==> src/rtl/jordan_pivot_step_engine_macros.svh <==
// Assertion helpers shared by the RTL. Each use expects clk and arst_n in scope.
`ifndef JORDAN_PIVOT_STEP_ENGINE_MACROS_SVH
`define JORDAN_PIVOT_STEP_ENGINE_MACROS_SVH

// The consequent must hold in the same cycle as the antecedent.
`define JPSE_ASSERT_IMP(lbl, ante, cons, msg) \
	lbl: assert property (@(posedge clk) disable iff (!arst_n) (ante) |-> (cons)) \
		else $error(msg);

// The consequent must hold in the cycle after the antecedent.
`define JPSE_ASSERT_NXT(lbl, ante, cons, msg) \
	lbl: assert property (@(posedge clk) disable iff (!arst_n) (ante) |=> (cons)) \
		else $error(msg);

`endif

==> src/rtl/jpse_pkg.sv <==
`default_nettype none
package jpse_pkg;

	localparam int FUNC_W = 2;
	localparam int ROW_W  = 3;
	localparam int COL_W  = 4;
	localparam int DATA_W = 32;
	localparam int STAT_W = 2;
	localparam int CFG_W  = 4;
	// Loop counters and indexes; register values never exceed 15.
	localparam int IDX_W  = 4;
	// Quotient bits kept by the divider; larger quotients always saturate.
	localparam int QW     = 34;

	localparam logic [FUNC_W-1:0] FUNC_WRITE = 2'd0;
	localparam logic [FUNC_W-1:0] FUNC_STEP  = 2'd1;
	localparam logic [FUNC_W-1:0] FUNC_READ  = 2'd2;

	localparam logic [STAT_W-1:0] STAT_OK    = 2'd0;
	localparam logic [STAT_W-1:0] STAT_NOPIV = 2'd1;
	localparam logic [STAT_W-1:0] STAT_DONE  = 2'd2;
	localparam logic [STAT_W-1:0] STAT_SAT   = 2'd3;

	localparam logic REG_NUM_ROWS = 1'b0;
	localparam logic REG_NUM_VARS = 1'b1;

	// Entry class: {in pivot row, in pivot column}.
	localparam logic [1:0] KIND_OTHER = 2'b00;
	localparam logic [1:0] KIND_COL   = 2'b01;
	localparam logic [1:0] KIND_ROW   = 2'b10;
	localparam logic [1:0] KIND_PIVOT = 2'b11;

	typedef struct packed {
		logic [IDX_W-1:0] row;
		logic [IDX_W-1:0] col;
		logic             we;
		logic             we_res;
		logic             piv_cap;
		logic             rb_wr;
		logic             cb_wr;
		logic             mul;
		logic             prep;
		logic             div_start;
		logic             sgn;
		logic             sat_clr;
		logic             out_load;
		logic             out_rd;
		logic [1:0]       kind;
	} cmd_t;

	typedef struct packed {
		logic rd_nz;
		logic div_done;
		logic sat;
	} stat_t;

endpackage
`default_nettype wire

==> src/rtl/jpse_ctrl.sv <==
`default_nettype none
`include "jordan_pivot_step_engine_macros.svh"
module jpse_ctrl #(
	parameter int MAX_ROWS = 8,
	parameter int MAX_VARS = 8
) (
	input  wire logic                          clk,
	input  wire logic                          arst_n,
	input  wire logic                          s_valid,
	output logic                               s_ready,
	input  wire logic [jpse_pkg::FUNC_W-1:0]   in_func,
	input  wire logic [jpse_pkg::ROW_W-1:0]    in_row,
	input  wire logic [jpse_pkg::COL_W-1:0]    in_col,
	output logic                               m_valid,
	input  wire logic                          m_ready,
	output logic [jpse_pkg::COL_W-1:0]         pivot_col,
	output logic [jpse_pkg::STAT_W-1:0]        status,
	input  wire logic                          cfg_valid,
	input  wire logic                          cfg_index,
	input  wire logic [jpse_pkg::CFG_W-1:0]    cfg_data,
	output jpse_pkg::cmd_t                     cmd,
	input  wire jpse_pkg::stat_t               st
);

	localparam logic [3:0] S_IDLE    = 4'd0;
	localparam logic [3:0] S_SCAN_RD = 4'd1;
	localparam logic [3:0] S_SCAN_CK = 4'd2;
	localparam logic [3:0] S_LR_RD   = 4'd3;
	localparam logic [3:0] S_LR_WR   = 4'd4;
	localparam logic [3:0] S_LC_RD   = 4'd5;
	localparam logic [3:0] S_LC_WR   = 4'd6;
	localparam logic [3:0] S_E_RD    = 4'd7;
	localparam logic [3:0] S_E_MUL   = 4'd8;
	localparam logic [3:0] S_E_PREP  = 4'd9;
	localparam logic [3:0] S_E_LOAD  = 4'd10;
	localparam logic [3:0] S_E_DIV   = 4'd11;
	localparam logic [3:0] S_E_SGN   = 4'd12;
	localparam logic [3:0] S_E_FIN   = 4'd13;
	localparam logic [3:0] S_OUT     = 4'd14;

	localparam int IW = jpse_pkg::IDX_W;

	logic [3:0]                   state_q;
	logic [IW-1:0]                rows_q, vars_q, nr, nv;
	logic [IW-1:0]                step_q, r_q, s_q, i_q, j_q;
	logic [jpse_pkg::FUNC_W-1:0]  func_q;
	logic [IW-1:0]                row_q;
	logic [jpse_pkg::COL_W-1:0]   col_q;
	logic                         inside_q, found_q;
	logic [jpse_pkg::COL_W-1:0]   pcol_q, pcol_out_q;
	logic [jpse_pkg::STAT_W-1:0]  rstat_q, stat_out_q;
	logic                         m_valid_q;
	logic                         acc, in_ok, last_i, last_j, out_free;

	// Register values outside 1..MAX are clamped where they are used.
	always_comb begin
		nr = rows_q;
		if (rows_q == '0) begin
			nr = IW'(1);
		end else if ({1'b0, rows_q} > (IW + 1)'(MAX_ROWS)) begin
			nr = IW'(MAX_ROWS);
		end
		nv = vars_q;
		if (vars_q == '0) begin
			nv = IW'(1);
		end else if ({1'b0, vars_q} > (IW + 1)'(MAX_VARS)) begin
			nv = IW'(MAX_VARS);
		end
	end

	assign s_ready  = state_q == S_IDLE;
	assign acc      = s_valid && s_ready;
	assign in_ok    = ({1'b0, in_row} < nr) && (in_col <= nv);
	assign last_i   = i_q == nr - IW'(1);
	assign last_j   = j_q == nv;
	assign out_free = !m_valid_q || m_ready;

	always_ff @(posedge clk or negedge arst_n) begin
		if (!arst_n) begin
			state_q   <= S_IDLE;
			rows_q    <= IW'(2);
			vars_q    <= IW'(3);
			step_q    <= '0;
			r_q       <= '0;
			s_q       <= '0;
			i_q       <= '0;
			j_q       <= '0;
			func_q    <= jpse_pkg::FUNC_WRITE;
			row_q     <= '0;
			col_q     <= '0;
			inside_q  <= 1'b0;
			found_q   <= 1'b0;
			pcol_q    <= '0;
			rstat_q   <= jpse_pkg::STAT_OK;
			m_valid_q <= 1'b0;
		end else begin
			if (cfg_valid) begin
				case (cfg_index)
					jpse_pkg::REG_NUM_ROWS: rows_q <= cfg_data;
					jpse_pkg::REG_NUM_VARS: vars_q <= cfg_data;
					default: ;
				endcase
			end
			if (state_q == S_OUT && out_free) begin
				m_valid_q <= 1'b1;
			end else if (m_ready) begin
				m_valid_q <= 1'b0;
			end
			case (state_q)
				S_IDLE: begin
					if (acc) begin
						func_q   <= in_func;
						row_q    <= {1'b0, in_row};
						col_q    <= in_col;
						inside_q <= in_ok;
						found_q  <= 1'b0;
						pcol_q   <= '0;
						rstat_q  <= jpse_pkg::STAT_OK;
						state_q  <= S_OUT;
						if (in_func == jpse_pkg::FUNC_STEP) begin
							if (step_q >= nr) begin
								rstat_q <= jpse_pkg::STAT_DONE;
							end else begin
								r_q     <= step_q;
								s_q     <= step_q;
								step_q  <= step_q + IW'(1);
								state_q <= S_SCAN_RD;
							end
						end
					end
				end
				S_SCAN_RD: begin
					if (s_q > nv) begin
						rstat_q <= jpse_pkg::STAT_NOPIV;
						state_q <= S_OUT;
					end else begin
						state_q <= S_SCAN_CK;
					end
				end
				S_SCAN_CK: begin
					if (st.rd_nz) begin
						found_q <= 1'b1;
						pcol_q  <= s_q;
						j_q     <= '0;
						state_q <= S_LR_RD;
					end else if (s_q == nv) begin
						rstat_q <= jpse_pkg::STAT_NOPIV;
						state_q <= S_OUT;
					end else begin
						s_q     <= s_q + IW'(1);
						state_q <= S_SCAN_RD;
					end
				end
				S_LR_RD: state_q <= S_LR_WR;
				S_LR_WR: begin
					if (last_j) begin
						i_q     <= '0;
						state_q <= S_LC_RD;
					end else begin
						j_q     <= j_q + IW'(1);
						state_q <= S_LR_RD;
					end
				end
				S_LC_RD: state_q <= S_LC_WR;
				S_LC_WR: begin
					if (last_i) begin
						i_q     <= '0;
						j_q     <= '0;
						state_q <= S_E_RD;
					end else begin
						i_q     <= i_q + IW'(1);
						state_q <= S_LC_RD;
					end
				end
				S_E_RD:   state_q <= S_E_MUL;
				S_E_MUL:  state_q <= S_E_PREP;
				S_E_PREP: state_q <= S_E_LOAD;
				S_E_LOAD: state_q <= S_E_DIV;
				S_E_DIV: begin
					if (st.div_done) begin
						state_q <= S_E_SGN;
					end
				end
				S_E_SGN: state_q <= S_E_FIN;
				S_E_FIN: begin
					if (last_j) begin
						j_q <= '0;
						if (last_i) begin
							state_q <= S_OUT;
						end else begin
							i_q     <= i_q + IW'(1);
							state_q <= S_E_RD;
						end
					end else begin
						j_q     <= j_q + IW'(1);
						state_q <= S_E_RD;
					end
				end
				S_OUT: begin
					if (out_free) begin
						state_q <= S_IDLE;
					end
				end
				default: state_q <= S_IDLE;
			endcase
		end
	end

	always_ff @(posedge clk) begin
		if (state_q == S_OUT && out_free) begin
			pcol_out_q <= pcol_q;
			stat_out_q <= (found_q && st.sat) ? jpse_pkg::STAT_SAT : rstat_q;
		end
	end

	always_comb begin
		cmd           = '0;
		cmd.row       = i_q;
		cmd.col       = j_q;
		cmd.kind      = {i_q == r_q, j_q == s_q};
		case (state_q)
			S_IDLE: begin
				cmd.row     = {1'b0, in_row};
				cmd.col     = in_col;
				cmd.we      = acc && in_func == jpse_pkg::FUNC_WRITE && in_ok;
				cmd.sat_clr = acc && in_func == jpse_pkg::FUNC_STEP;
			end
			S_SCAN_RD: begin
				cmd.row = r_q;
				cmd.col = s_q;
			end
			S_SCAN_CK: begin
				cmd.row     = r_q;
				cmd.col     = s_q;
				cmd.piv_cap = st.rd_nz;
			end
			S_LR_RD: cmd.row = r_q;
			S_LR_WR: begin
				cmd.row   = r_q;
				cmd.rb_wr = 1'b1;
			end
			S_LC_RD: cmd.col = s_q;
			S_LC_WR: begin
				cmd.col   = s_q;
				cmd.cb_wr = 1'b1;
			end
			S_E_MUL:  cmd.mul = 1'b1;
			S_E_PREP: cmd.prep = 1'b1;
			S_E_LOAD: cmd.div_start = 1'b1;
			S_E_SGN:  cmd.sgn = 1'b1;
			S_E_FIN: begin
				cmd.we     = 1'b1;
				cmd.we_res = 1'b1;
			end
			S_OUT: begin
				cmd.row      = row_q;
				cmd.col      = col_q;
				cmd.out_load = out_free;
				cmd.out_rd   = func_q == jpse_pkg::FUNC_READ && inside_q;
			end
			default: ;
		endcase
	end

	assign m_valid   = m_valid_q;
	assign pivot_col = pcol_out_q;
	assign status    = stat_out_q;

	`JPSE_ASSERT_NXT(a_step_hold, !(acc && in_func == jpse_pkg::FUNC_STEP), step_q == $past(step_q), "step counter moved without a step")
	`JPSE_ASSERT_IMP(a_write_in_table, cmd.we, (cmd.row < nr) && (cmd.col <= nv), "table write outside the active area")
	`JPSE_ASSERT_IMP(a_scan_from_row, state_q == S_SCAN_CK, s_q >= r_q, "pivot scan left of the step column")

endmodule
`default_nettype wire

==> config.mk <==
export PLATFORM = sky130hd
export DESIGN_NAME = jpse_ctrl
export DESIGN_NICKNAME = d
export VERILOG_FILES = /design/src/rtl/jpse_pkg.sv /design/src/rtl/jpse_ctrl.sv
export VERILOG_INCLUDE_DIRS = /design/src /design/src/rtl
export SDC_FILE = /design/constraint.sdc
export NUM_CORES = 1
export LEC_CHECK = 0
export ABC_AREA = 1
export BUFFER_PORTS_ARGS = -buffer_cell sky130_fd_sc_hd__buf_2
export CAP_MARGIN = 20
export CORE_MARGIN = 2
export CORE_UTILIZATION = 45
export CTS_BUF_LIST = sky130_fd_sc_hd__clkbuf_8
export DETAILED_ROUTE_END_ITERATION = 8
export PLACE_DENSITY = 0.77
export SYNTH_ARGS = -nofsm -noshare
export SYNTH_HDL_FRONTEND = slang
export SYNTH_SLANG_ARGS = --single-unit
==> constraint.sdc <==
create_clock -name clk -period 2.9 [get_ports clk]
set_input_delay 0.87 -clock clk [delete_from_list [all_inputs] [get_ports clk]]
set_output_delay 0.87 -clock clk [all_outputs]
set_load 0.03 [all_outputs]
==> run_results.csv, run 1 <==
group,metric,value,unit
pwr,ir_drop,0.336,mV
sta,drv_slew,0,
clocking,htreeDepth,2,
run_status,violations,"setup timing",
logic_synthesis,avgSynthCellArea,7.31,sq um
sta,skew,0.00672,ns
clocking,clk_pin_slew_worst_paths,0.10,ns
sta,maxSlewHeadroom,75.4,%
global_route,grt_pass1_wl,16100,um
route,wl_per_cell,14.5,um
critical_path,reg2reg_depth,17,
run_status,status,"finished with violations",
flow_run,drv_cap,0,
sta,worst_slack,-0.0744,ns
route,vias,3628,
logic_synthesis,yosysWarnings,0,
sta,fin_crit,2.97,ns
floorplan,start_util,46.9,%
sta,rsz0062_at_grt,"true",
place,numPortBuffers,51,
route,drc,0,
global_route,antenna_found_initial,0,
place,place_congestion,0.906,
pwr,p_leak,2.42,nW
logic_synthesis,syn_nets,545,
logic_synthesis,synth_largest_area_cell,"dfrtp_1",
logic_synthesis,syn-instance-count,504,
global_route,first_global_vias,3360,
logic_synthesis,synth-seq-area-share,39.0,%
sta,worst_pin_slew,0.369,ns
route,wl,10000,um
finish,stdcell_area,0.00452,sq mm
logic_synthesis,synth-edff-count,6,
place,place_ws,-0.0881,ns
finish,multi_input_area,0.00205,sq mm
floorplan,die_y,94.5,um
clocking,clock-sinks,56,
critical_path,critical_path.top_delay_family,"flip-flops",
global_route,grt_max_degree,51,
sta,setup_viol,1,
floorplan,rows,32,
logic_synthesis,ys_types,41,
sta,final-hold-violation-count,0,
clocking,root_buffer,"clkbuf_8",
sta,max_freq,336,MHz
floorplan,dieArea,0.00892,sq mm
clocking,clockBufferDepth,2,
sta,setup_tns,-0.0744,ns
critical_path,worstPathCellList,"buf_6, nor2_2, nand2_1, nand2_2, ha_4, inv_1, a21oi_4, o21ai_2, o21ai_2, nand4_1, nand2_1, buf_6",
critical_path,critPathSlowestCell,"dfstp_2",
clocking,numCtsBuffers,5,
hold_path,hold_path_class,"register to register",
critical_path,crit_end,"cmd[13]",
critical_path,critPathKind,"register to primary output",
finish,n_antenna_cell,0,
sta,post-route-period-util,103,%
critical_path,crit_start,"vars_q[0]",
critical_path,crit_path_max_fanout,3,
clocking,worstSkewPairLatency,0.32,ns
logic_synthesis,syn_area,0.00368,sq mm
critical_path,arrival,2.10,ns
critical_path,r2r_end,"i_q[0]",
floorplan,core,0.00785,sq mm
critical_path,path_depth,12,
critical_path,cpPeakStageDelay,0.56,ns
critical_path,cp-end-kind,"primary output",
finish,drive_gt1_share,23.0,%
route,drtIter0Drc,284,
finish,fill_cells,733,
critical_path,timing.rr.start,"rows_q[2]",
clocking,cts_tree,"done",
finish,fin_nets,627,
route,via_per_inst,5.27,
logic_synthesis,ys.flop_type,"dfrtp_1",
global_route,grt_use_total,23.1,%
finish,final_cell_mix,"nand2_1, inv_1, buf_2, dfrtp_1, o21ai_0",
route,firstDrtPassIters,5,
route,ant_nets,0,
finish,register_area,0.00144,sq mm
critical_path,crit_path_start_kind,"register",
floorplan,die_w,94.5,um
critical_path,worst-path-buf-inv,3,
floorplan,ios,52,
global_route,overflow,0,
sta,whs,0.458,ns
critical_path,worst_ep_required_time,2.03,ns
logic_synthesis,synthTopCellsByArea,"dfrtp_1, nand2_1, ha_1",
place,hpwl,7430,um
finish,areaGrowthSynthToFinish,22.8,%
critical_path,r2r_slack,0.38,ns
logic_synthesis,synth-seq-cells,56,
place,placed_cell_area,0.00413,sq mm
logic_synthesis,synth_top_cell_area_share,31.9,%
pwr,power_density,962,mW/mm^2
finish,layout.cells.most_common,"nand2_1",
logic_synthesis,synthArstFlopShare,89.3,%
[cell usage after synthesis (all sizes together), types with 4 or more instances]
| cell | instances |
|---|---|
| a21oi | 13 |
| buf | 4 |
| dfrtp | 47 |
| edfxtp | 6 |
| ha | 19 |
| inv | 66 |
| nand2 | 176 |
| nand3 | 43 |
| nor2 | 41 |
| o21ai | 45 |
| xor2 | 9 |
[per-layer routing]
metal | share of wire, % | up-vias | track usage, %
li1 | - | 1785 | -
met1 | 43 | 1665 | 29.8
met2 | 46 | 153 | 38.2
met3 | 6.8 | 25 | 2.87
met4 | 4.0 | 0 | 11.4
met5 | 0 | - | 0
[worst min-delay path by stage]
stage | start | to | slack, ns | depth (start not counted)
after floorplan | pcol_q[0] | pivot_col[0] | 0.43 | 0
after detailed placement | pcol_q[0] | pivot_col[0] | 0.44 | 0
after global routing | pcol_q[0] | pivot_col[0] | 0.48 | 0
final | pcol_q[0] | pivot_col[0] | 0.46 | 0
after global placement | pcol_q[0] | pivot_col[0] | 0.43 | 0
after CTS | pcol_q[0] | pivot_col[0] | 0.46 | 0
[worst reg2reg max path: cells and delay by family (launching register included)]
family | cells | cell delay [ns]
buf+inv | 2 | 0.23
compound gates | 1 | 0.11
simple gates | 13 | 1.45
flops | 1 | 0.40
fa+ha+maj | 1 | 0.29
[per-stage QoR]
step | instances | power (mW) | utilization [%]
after detailed placement | 663 | 3.50 | 52.6
after floorplan | 504 | 2.87 | -
after global placement | 663 | 3.43 | 52.6
after global routing | 689 | 4.68 | 57.6
after CTS | 683 | 4.21 | 56.1
final | 689 | 4.35 | 57.6
[repair_timing]
item,4_1_cts,5_1_grt
resized for setup,14,21
setup endpoints to repair,6,8
pin swaps,6,8
hold buffers,0,0
setup buffers,12,6
[final cells by class]
| type | count | area share, % |
|---|---|---|
| clock buffer | 5 | 1.52 |
| timing repair buffer | 81 | 11.3 |
| multi-input combinational | 374 | 45.3 |
| sequential | 56 | 31.8 |
| tap | 102 | 2.82 |
| inverter | 68 | 5.78 |
| clock inverter | 3 | 1.41 |
[logic make-up after synthesis]
logic type | count (synthesis) | share of synthesized area (%)
compound gates | 71 | 10.6
xor+xnor | 12 | 2.85
fa+ha+maj | 19 | 6.46
buf+inv | 74 | 8.02
flops | 56 | 39.0
simple gates | 272 | 33.1
[where the power goes]
group	internal [mW]	leakage (nW)	total, mW	switching [mW]
registers	1.06	0.674	1.29	0.233
clock network	0.342	0.0695	0.606	0.264
logic	0.855	1.68	2.46	1.60
Power figures use the tool's default switching activity.
==> run 2, diff against run 1 <==
--- a/config.mk
+++ b/config.mk
@@ -6,7 +6,6 @@
 export SDC_FILE = /design/constraint.sdc
 export NUM_CORES = 1
 export LEC_CHECK = 0
-export ABC_AREA = 1
 export BUFFER_PORTS_ARGS = -buffer_cell sky130_fd_sc_hd__buf_2
 export CAP_MARGIN = 20
 export CORE_MARGIN = 2
==> run 2 against run 1 <==
Compared with the run above: the run still ends with setup timing left; non-clock buffer count up 20; synthesized cell count decreased by 29%; first-iteration DRC count fell by 17%; hold slack better by 0.022 ns; final area up 4.0%; sequential cell count unchanged; worst setup slack got worse by 0.32 ns; clock skew fell by 0.0031 ns; sequential power decreased by 8%; global-route usage fell by 1.1 points; highest routed layer unchanged.
==> run_results.csv, run 2 <==
group,metric,value,unit
run_status,status,"finished with violations",
run_status,violations,"setup timing",
finish,fin_nets,497,
finish,final_cells,559,
pwr,netSwitchingFraction,43.9,%
sta,fin_crit,3.29,ns
global_route,grt_pass1_wl,15000,um
finish,drive_gt1_share,40.0,%
critical_path,arrival,2.42,ns
flow_run,drv_cap,0,
place,dp.cells,533,
critical_path,cpPeakStageDelay,0.23,ns
logic_synthesis,yosysWarnings,0,
global_route,met2_usage,35.7,%
global_route,first_global_vias,3002,
clocking,clock-sinks,56,
sta,drv_slew,0,
sta,worst_slack,-0.393,ns
route,wl,9770,um
floorplan,ios,52,
global_route,use_met1,30.5,%
floorplan,die_w,93.7,um
finish,register_area,0.00144,sq mm
route,drtIter0Drc,237,
clocking,cts_tree,"done",
finish,n_antenna_cell,0,
logic_synthesis,synth_top_family_by_area,"compound AO/OA/AOI/OAI gates",
hold_path,hold_path_class,"register to register",
finish,final_cell_mix,"dfrtp_1, buf_4, buf_2, nand2_1, nor2_1",
clocking,root_buffer,"clkbuf_8",
critical_path,crit_path_max_fanout,3,
place,numPortBuffers,51,
logic_synthesis,syn-instance-count,359,
global_route,grt_max_degree,24,
critical_path,worst_ep_required_time,2.03,ns
logic_synthesis,syn_nets,400,
pwr,ir_drop,0.546,mV
route,via_per_inst,5.81,
pwr,seqPwrFrac,26.4,%
logic_synthesis,synth_compound_area_share,20.1,%
route,wl_per_cell,17.5,um
logic_synthesis,synth-seq-area-share,39.7,%
pwr,intPower,2.52,mW
logic_synthesis,syn_area,0.00362,sq mm
floorplan,start_util,46.6,%
finish,fill_cells,654,
critical_path,critPathKind,"input port to primary output",
global_route,overflow,0,
critical_path,critPathSlowestCell,"ha_4",
clocking,worstSkewPairLatency,0.32,ns
critical_path,worst-path-buf-inv,2,
critical_path,cp-end-kind,"primary output",
clocking,numCtsBuffers,5,
sta,post-route-period-util,114,%
logic_synthesis,synth_top_cell_area_share,32.5,%
clocking,clk_pin_slew_worst_paths,0.11,ns
logic_synthesis,avgSynthCellArea,10.1,sq um
route,drc,0,
logic_synthesis,synthTopCellsByArea,"dfrtp_1, ha_1, mux2_2",
clocking,cts_hold_buf,0,
finish,areaGrowthSynthToFinish,29.9,%
sta,worst_pin_slew,0.596,ns
pwr,p_sw,1.97,mW
logic_synthesis,synth_mux_area_share,7.40,%
logic_synthesis,synth-edff-count,6,
logic_synthesis,synthTopCellsByCount,"dfrtp_1, nand2_1, nor2_1, mux2_2, ha_1",
pwr,p_clk_share,12.0,%
global_route,grt_util_met3,3.29,%
pwr,p_leak,2.21,nW
floorplan,core,0.00777,sq mm
global_route,grt_use_total,22.0,%
logic_synthesis,synthArstFlopShare,89.3,%
clocking,clockBufferDepth,2,
global_route,grt.busiest_layer,"met2",
logic_synthesis,synth-seq-cells,56,
logic_synthesis,yosysMostFrequentCell,"dfrtp_1",
route,ant_nets,0,
critical_path,critical_path.top_delay_family,"compound AO/OA/AOI/OAI gates",
floorplan,dieArea,0.00877,sq mm
pwr,pwr-share-comb,61.6,%
logic_synthesis,synthXorXnorAreaFrac,4.36,%
logic_synthesis,synth_largest_area_cell,"dfrtp_1",
logic_synthesis,ys.flop_type,"dfrtp_1",
floorplan,rows,32,
sta,max_freq,304,MHz
finish,multi_input_area,0.00222,sq mm
place,hpwl,7010,um
route,firstDrtPassIters,5,
sta,final-hold-violation-count,0,
logic_synthesis,synth_fa_ha_area_share,6.57,%
route,vias,3245,
logic_synthesis,synthSimpleGateAreaFrac,18.3,%
sta,maxSlewHeadroom,59.8,%
critical_path,worstPathCellList,"buf_6, ha_4, nor2b_1, o21a_1, o21a_1, o21ai_2, o311ai_4, o41ai_4, buf_4",
sta,setup_viol,3,
global_route,antenna_found_initial,0,
floorplan,die_y,93.7,um
pwr,power_density,956,mW/mm^2
clocking,htreeDepth,2,
sta,rsz0062_at_grt,"true",
sta,skew,0.00365,ns
critical_path,crit_path_start_kind,"input port",
critical_path,cp_common_cell,"o21a_1",
place,place_congestion,0.917,
pwr,total_power,4.49,mW
logic_synthesis,ys_types,73,
==> run 2: cell types whose count changed after synthesis, sizes merged, moves of 5 or more <==
cell and delta:
inv -48, mux2 +22, nand2 -138, nand2b +10, nand3 -39, nor2 -8
nor2b +6, o21ai -26, or2 +5, xor2 +6
==> run 2: routing by layer <==
metal  vias up  wire [um]
met1      1600       4270
met3        20        596
met4         0        190
li1       1509          -
met5         -          0
met2       116       4710
==> run 2: through the flow <==
stage	cell area, sq um	setup WS [ns]	hold WS, ns	utilization [%]	setup TNS [ns]
3_5_place_dp	4190	-0.600	0.446	53.9	-0.600
2_1_floorplan	3630	-0.304	0.426	-	-0.304
6_report	4700	-0.393	0.480	60.5	-0.469
4_1_cts	4500	-0.364	0.476	58.0	-0.452
5_1_grt	4700	-0.496	0.488	60.5	-0.696
3_3_place_gp	4190	-0.551	0.446	53.9	-0.551
==> run 2: cell type report <==
class	count	share of cell area (%)
clock inverter	3	0.985
clock buffer	5	1.46
inverter	18	1.49
sequential	56	30.5
timing repair buffer	101	15.6
tap	102	2.71
multi-input combinational	274	47.2
==> run 2: worst register-to-register path: stages (launching register included) <==
cell and delay (ns):
dfstp_2 0.58, o21ba_2 0.17, nor2_1 0.06, ha_1 0.27, nand2b_4 0.15, a2111oi_4 0.45
o21ai_2 0.18, a2111oi_4 0.47, buf_4 0.20, nor2_1 0.04, a31oi_1 0.16
==> run 2: power by group through the flow <==
stage	combinational (mW)	clock (mW)	sequential, mW
after floorplan	1.55	0	1.19
after global placement	2.14	0	1.18
after detailed placement	2.20	0	1.20
after CTS	2.41	0.548	1.18
after global routing	2.95	0.572	1.21
final	2.77	0.539	1.19
==> run 2: worst paths after layout <==
check / from / endpoint / slack [ns] / cells past startpoint
worst max register to register: rows_q[1] / s_q[1] / 0.10 / 10
worst min-delay path: pcol_q[2] / pivot_col[2] / 0.48 / 0
worst min register to register: pcol_q[2] / pivot_col[2] / 0.48 / 0
worst max-delay path: in_col[1] / cmd[13] / -0.39 / 9
max in group asynchronous: arst_n / vars_q[1] / 1.69 / 2
min in group asynchronous: arst_n / func_q[1] / 0.53 / 1
==> run 2: repair_timing <==
item / 4_1_cts / 5_1_grt
endpoints found under the setup margin: 10 / 16
resized for setup: 37 / 27
pin swaps: 7 / 10
endpoints found under the hold margin: 0 / 0
setup buffers: 6 / 14
==> run 2: cell families after synthesis <==
kind of cell               after synthesis
muxes                                   24
buffers and inverters                   29
and+or+nand+nor                        125
AOI/OAI and AO/OA                       88
DFF                                     56
adders and majority gates               19
xor gates and xnor gates                18
==> run 3, diff against run 2 <==
--- a/config.mk
+++ b/config.mk
@@ -13,6 +13,7 @@
 export CTS_BUF_LIST = sky130_fd_sc_hd__clkbuf_8
 export DETAILED_ROUTE_END_ITERATION = 8
 export PLACE_DENSITY = 0.77
+export SETUP_SLACK_MARGIN = 0.15
 export SYNTH_ARGS = -nofsm -noshare
 export SYNTH_HDL_FRONTEND = slang
 export SYNTH_SLANG_ARGS = --single-unit
==> run 3 against run 2 <==
Compared with the run above: the run still ends with setup timing left; sequential share of layout area fell by 0.76 points; register-to-register slack better by 0.09 ns; sequential power hardly changed; die area unchanged; via count increased by 0.40%; clock skew grew 0.0023 ns; first-iteration DRC count shrank 11%; critical path type unchanged; critical endpoint unchanged; largest power group unchanged; highest routed layer unchanged.
==> run_results.csv, run 3 (synthesized netlist as in run 2, its figures left out) <==
group,metric,value,unit
place,placed_cell_area,0.00419,sq mm
sta,maxSlewHeadroom,49.5,%
sta,skew,0.00595,ns
finish,register_area,0.00144,sq mm
route,via_per_inst,5.78,
critical_path,reg2reg_depth,10,
finish,fin_nets,502,
finish,final_cell_mix,"dfrtp_1, buf_4, buf_2, nand2_1, nor2_1",
finish,layout.cells.most_common,"dfrtp_1",
sta,worst_slack,-0.440,ns
critical_path,crit_path_max_fanout,3,
floorplan,core,0.00777,sq mm
critical_path,r2r_end,"s_q[3]",
route,wl,10000,um
sta,drv_slew,0,
floorplan,die_w,93.7,um
floorplan,die_y,93.7,um
global_route,grt_pass1_wl,16000,um
critical_path,worst_ep_required_time,2.03,ns
global_route,overflow,0,
critical_path,arrival,2.47,ns
global_route,antenna_found_initial,0,
pwr,seqPwrFrac,26.1,%
floorplan,dieArea,0.00877,sq mm
place,place_congestion,0.924,
pwr,p_clk_share,9.4,%
global_route,grt_use_total,23.5,%
critical_path,path_depth,9,
pwr,netSwitchingFraction,44.3,%
run_status,violations,"setup timing",
route,drc,0,
sta,worst_pin_slew,0.747,ns
clocking,clock-sinks,56,
pwr,ir_drop,0.723,mV
finish,n_antenna_cell,0,
pwr,p_sw,2.03,mW
clocking,htreeDepth,2,
place,place_ws,-0.830,ns
place,hpwl,6930,um
critical_path,crit_end,"cmd[13]",
run_status,status,"finished with violations",
clocking,clockBufferDepth,2,
route,firstDrtPassIters,4,
finish,drive_gt1_share,44.2,%
global_route,grt_max_degree,51,
pwr,power_density,951,mW/mm^2
clocking,cts_hold_buf,0,
floorplan,start_util,46.6,%
sta,rsz0062_at_grt,"true",
place,numPortBuffers,51,
sta,max_freq,299,MHz
clocking,numCtsBuffers,5,
clocking,cts_tree,"done",
place,dp.cells,531,
global_route,first_global_vias,3272,
sta,post-route-period-util,115,%
hold_path,hold_path_class,"register to register",
critical_path,critical_path.top_delay_family,"compound AO/OA/AOI/OAI gates",
critical_path,crit_start,"in_col[1]",
clocking,root_buffer,"clkbuf_8",
sta,final-hold-violation-count,0,
route,drtIter0Drc,210,
pwr,intPower,2.56,mW
finish,fill_cells,636,
critical_path,r2r_slack,0.19,ns
floorplan,rows,32,
critical_path,cp_common_cell,"o21a_1",
critical_path,critPathSlowestCell,"o41ai_4",
finish,areaGrowthSynthToFinish,33.3,%
critical_path,crit_path_start_kind,"input port",
critical_path,cpPeakStageDelay,0.24,ns
pwr,pwr-share-comb,64.5,%
finish,final_cells,564,
critical_path,critPathKind,"input port to primary output",
critical_path,worstPathCellList,"buf_6, ha_4, nor2b_1, o21a_1, o21a_1, o21ai_2, o311ai_4, o41ai_4, buf_4",
route,ant_nets,0,
route,vias,3258,
route,wl_per_cell,17.7,um
finish,stdcell_area,0.00482,sq mm
sta,fin_crit,3.34,ns
clocking,clk_pin_slew_worst_paths,0.10,ns
critical_path,worst-path-buf-inv,2,
clocking,worstSkewPairLatency,0.32,ns
pwr,p_leak,2.25,nW
floorplan,ios,52,
finish,multi_input_area,0.00231,sq mm
critical_path,timing.rr.start,"rows_q[1]",
sta,setup_viol,3,
critical_path,cp-end-kind,"primary output",
flow_run,drv_cap,0,
## run 3: cell types whose count changed in the layout (fill, tap and decap cells not counted), sizes merged
cell | before | now
bufinv | 1 | 0
clkinvlp | 0 | 1
clkbuf | 5 | 6
buf | 101 | 105
## run 3: timing repair
item | 4_1_cts | 5_1_grt
setup buffers | 10 | 15
hold endpoints to repair | 0 | 0
gates resized for setup | 56 | 33
pin swaps | 10 | 24
endpoints found under the setup margin | 12 | 21
## run 3: how the worst min path moves through the flow
| stage | start | end | cells after the start |
|---|---|---|---|
| 5_1_grt | pcol_q[3] | pivot_col[3] | 0 |
| 3_5_place_dp | pcol_q[0] | pivot_col[0] | 0 |
| 3_3_place_gp | pcol_q[0] | pivot_col[0] | 0 |
| 2_1_floorplan | pcol_q[0] | pivot_col[0] | 0 |
| 6_report | pcol_q[0] | pivot_col[0] | 0 |
| 4_1_cts | pcol_q[0] | pivot_col[0] | 0 |
## run 3: routing by layer
layer  share of wire [%]  track usage, %  up-vias
met4                 2.9            9.30        0
met5                   0               0        -
met1                  42            30.1     1590
li1                    -               -     1510
met3                 5.9            4.25       34
met2                  50            39.4      124
## run 3: final cells by class
type / instances / share of cell area [%]
clock buffer: 5 / 1.43
tap: 102 / 2.65
clock inverter: 3 / 0.415
multi-input combinational: 274 / 47.8
sequential: 56 / 29.8
inverter: 18 / 1.45
timing repair buffer: 106 / 16.5
## run 3: power groups by stage
stage	logic (mW)	registers, mW	clock network (mW)
after floorplan	1.57	1.19	0
after global placement	2.16	1.18	0
after detailed placement	2.22	1.20	0
after CTS	2.60	1.18	0.438
after global routing	3.17	1.23	0.472
final	2.96	1.20	0.432
## run 3: stage by stage
| step | power (mW) | utilization [%] | hold slack [ns] | TNS, ns |
|---|---|---|---|---|
| after floorplan | 2.76 | - | 0.426 | -0.304 |
| after global routing | 4.87 | 62.1 | 0.489 | -0.987 |
| final | 4.59 | 62.1 | 0.466 | -0.558 |
| after global placement | 3.35 | 53.9 | 0.442 | -0.702 |
| after detailed placement | 3.41 | 53.9 | 0.440 | -0.830 |
| after CTS | 4.23 | 59.0 | 0.468 | -0.705 |
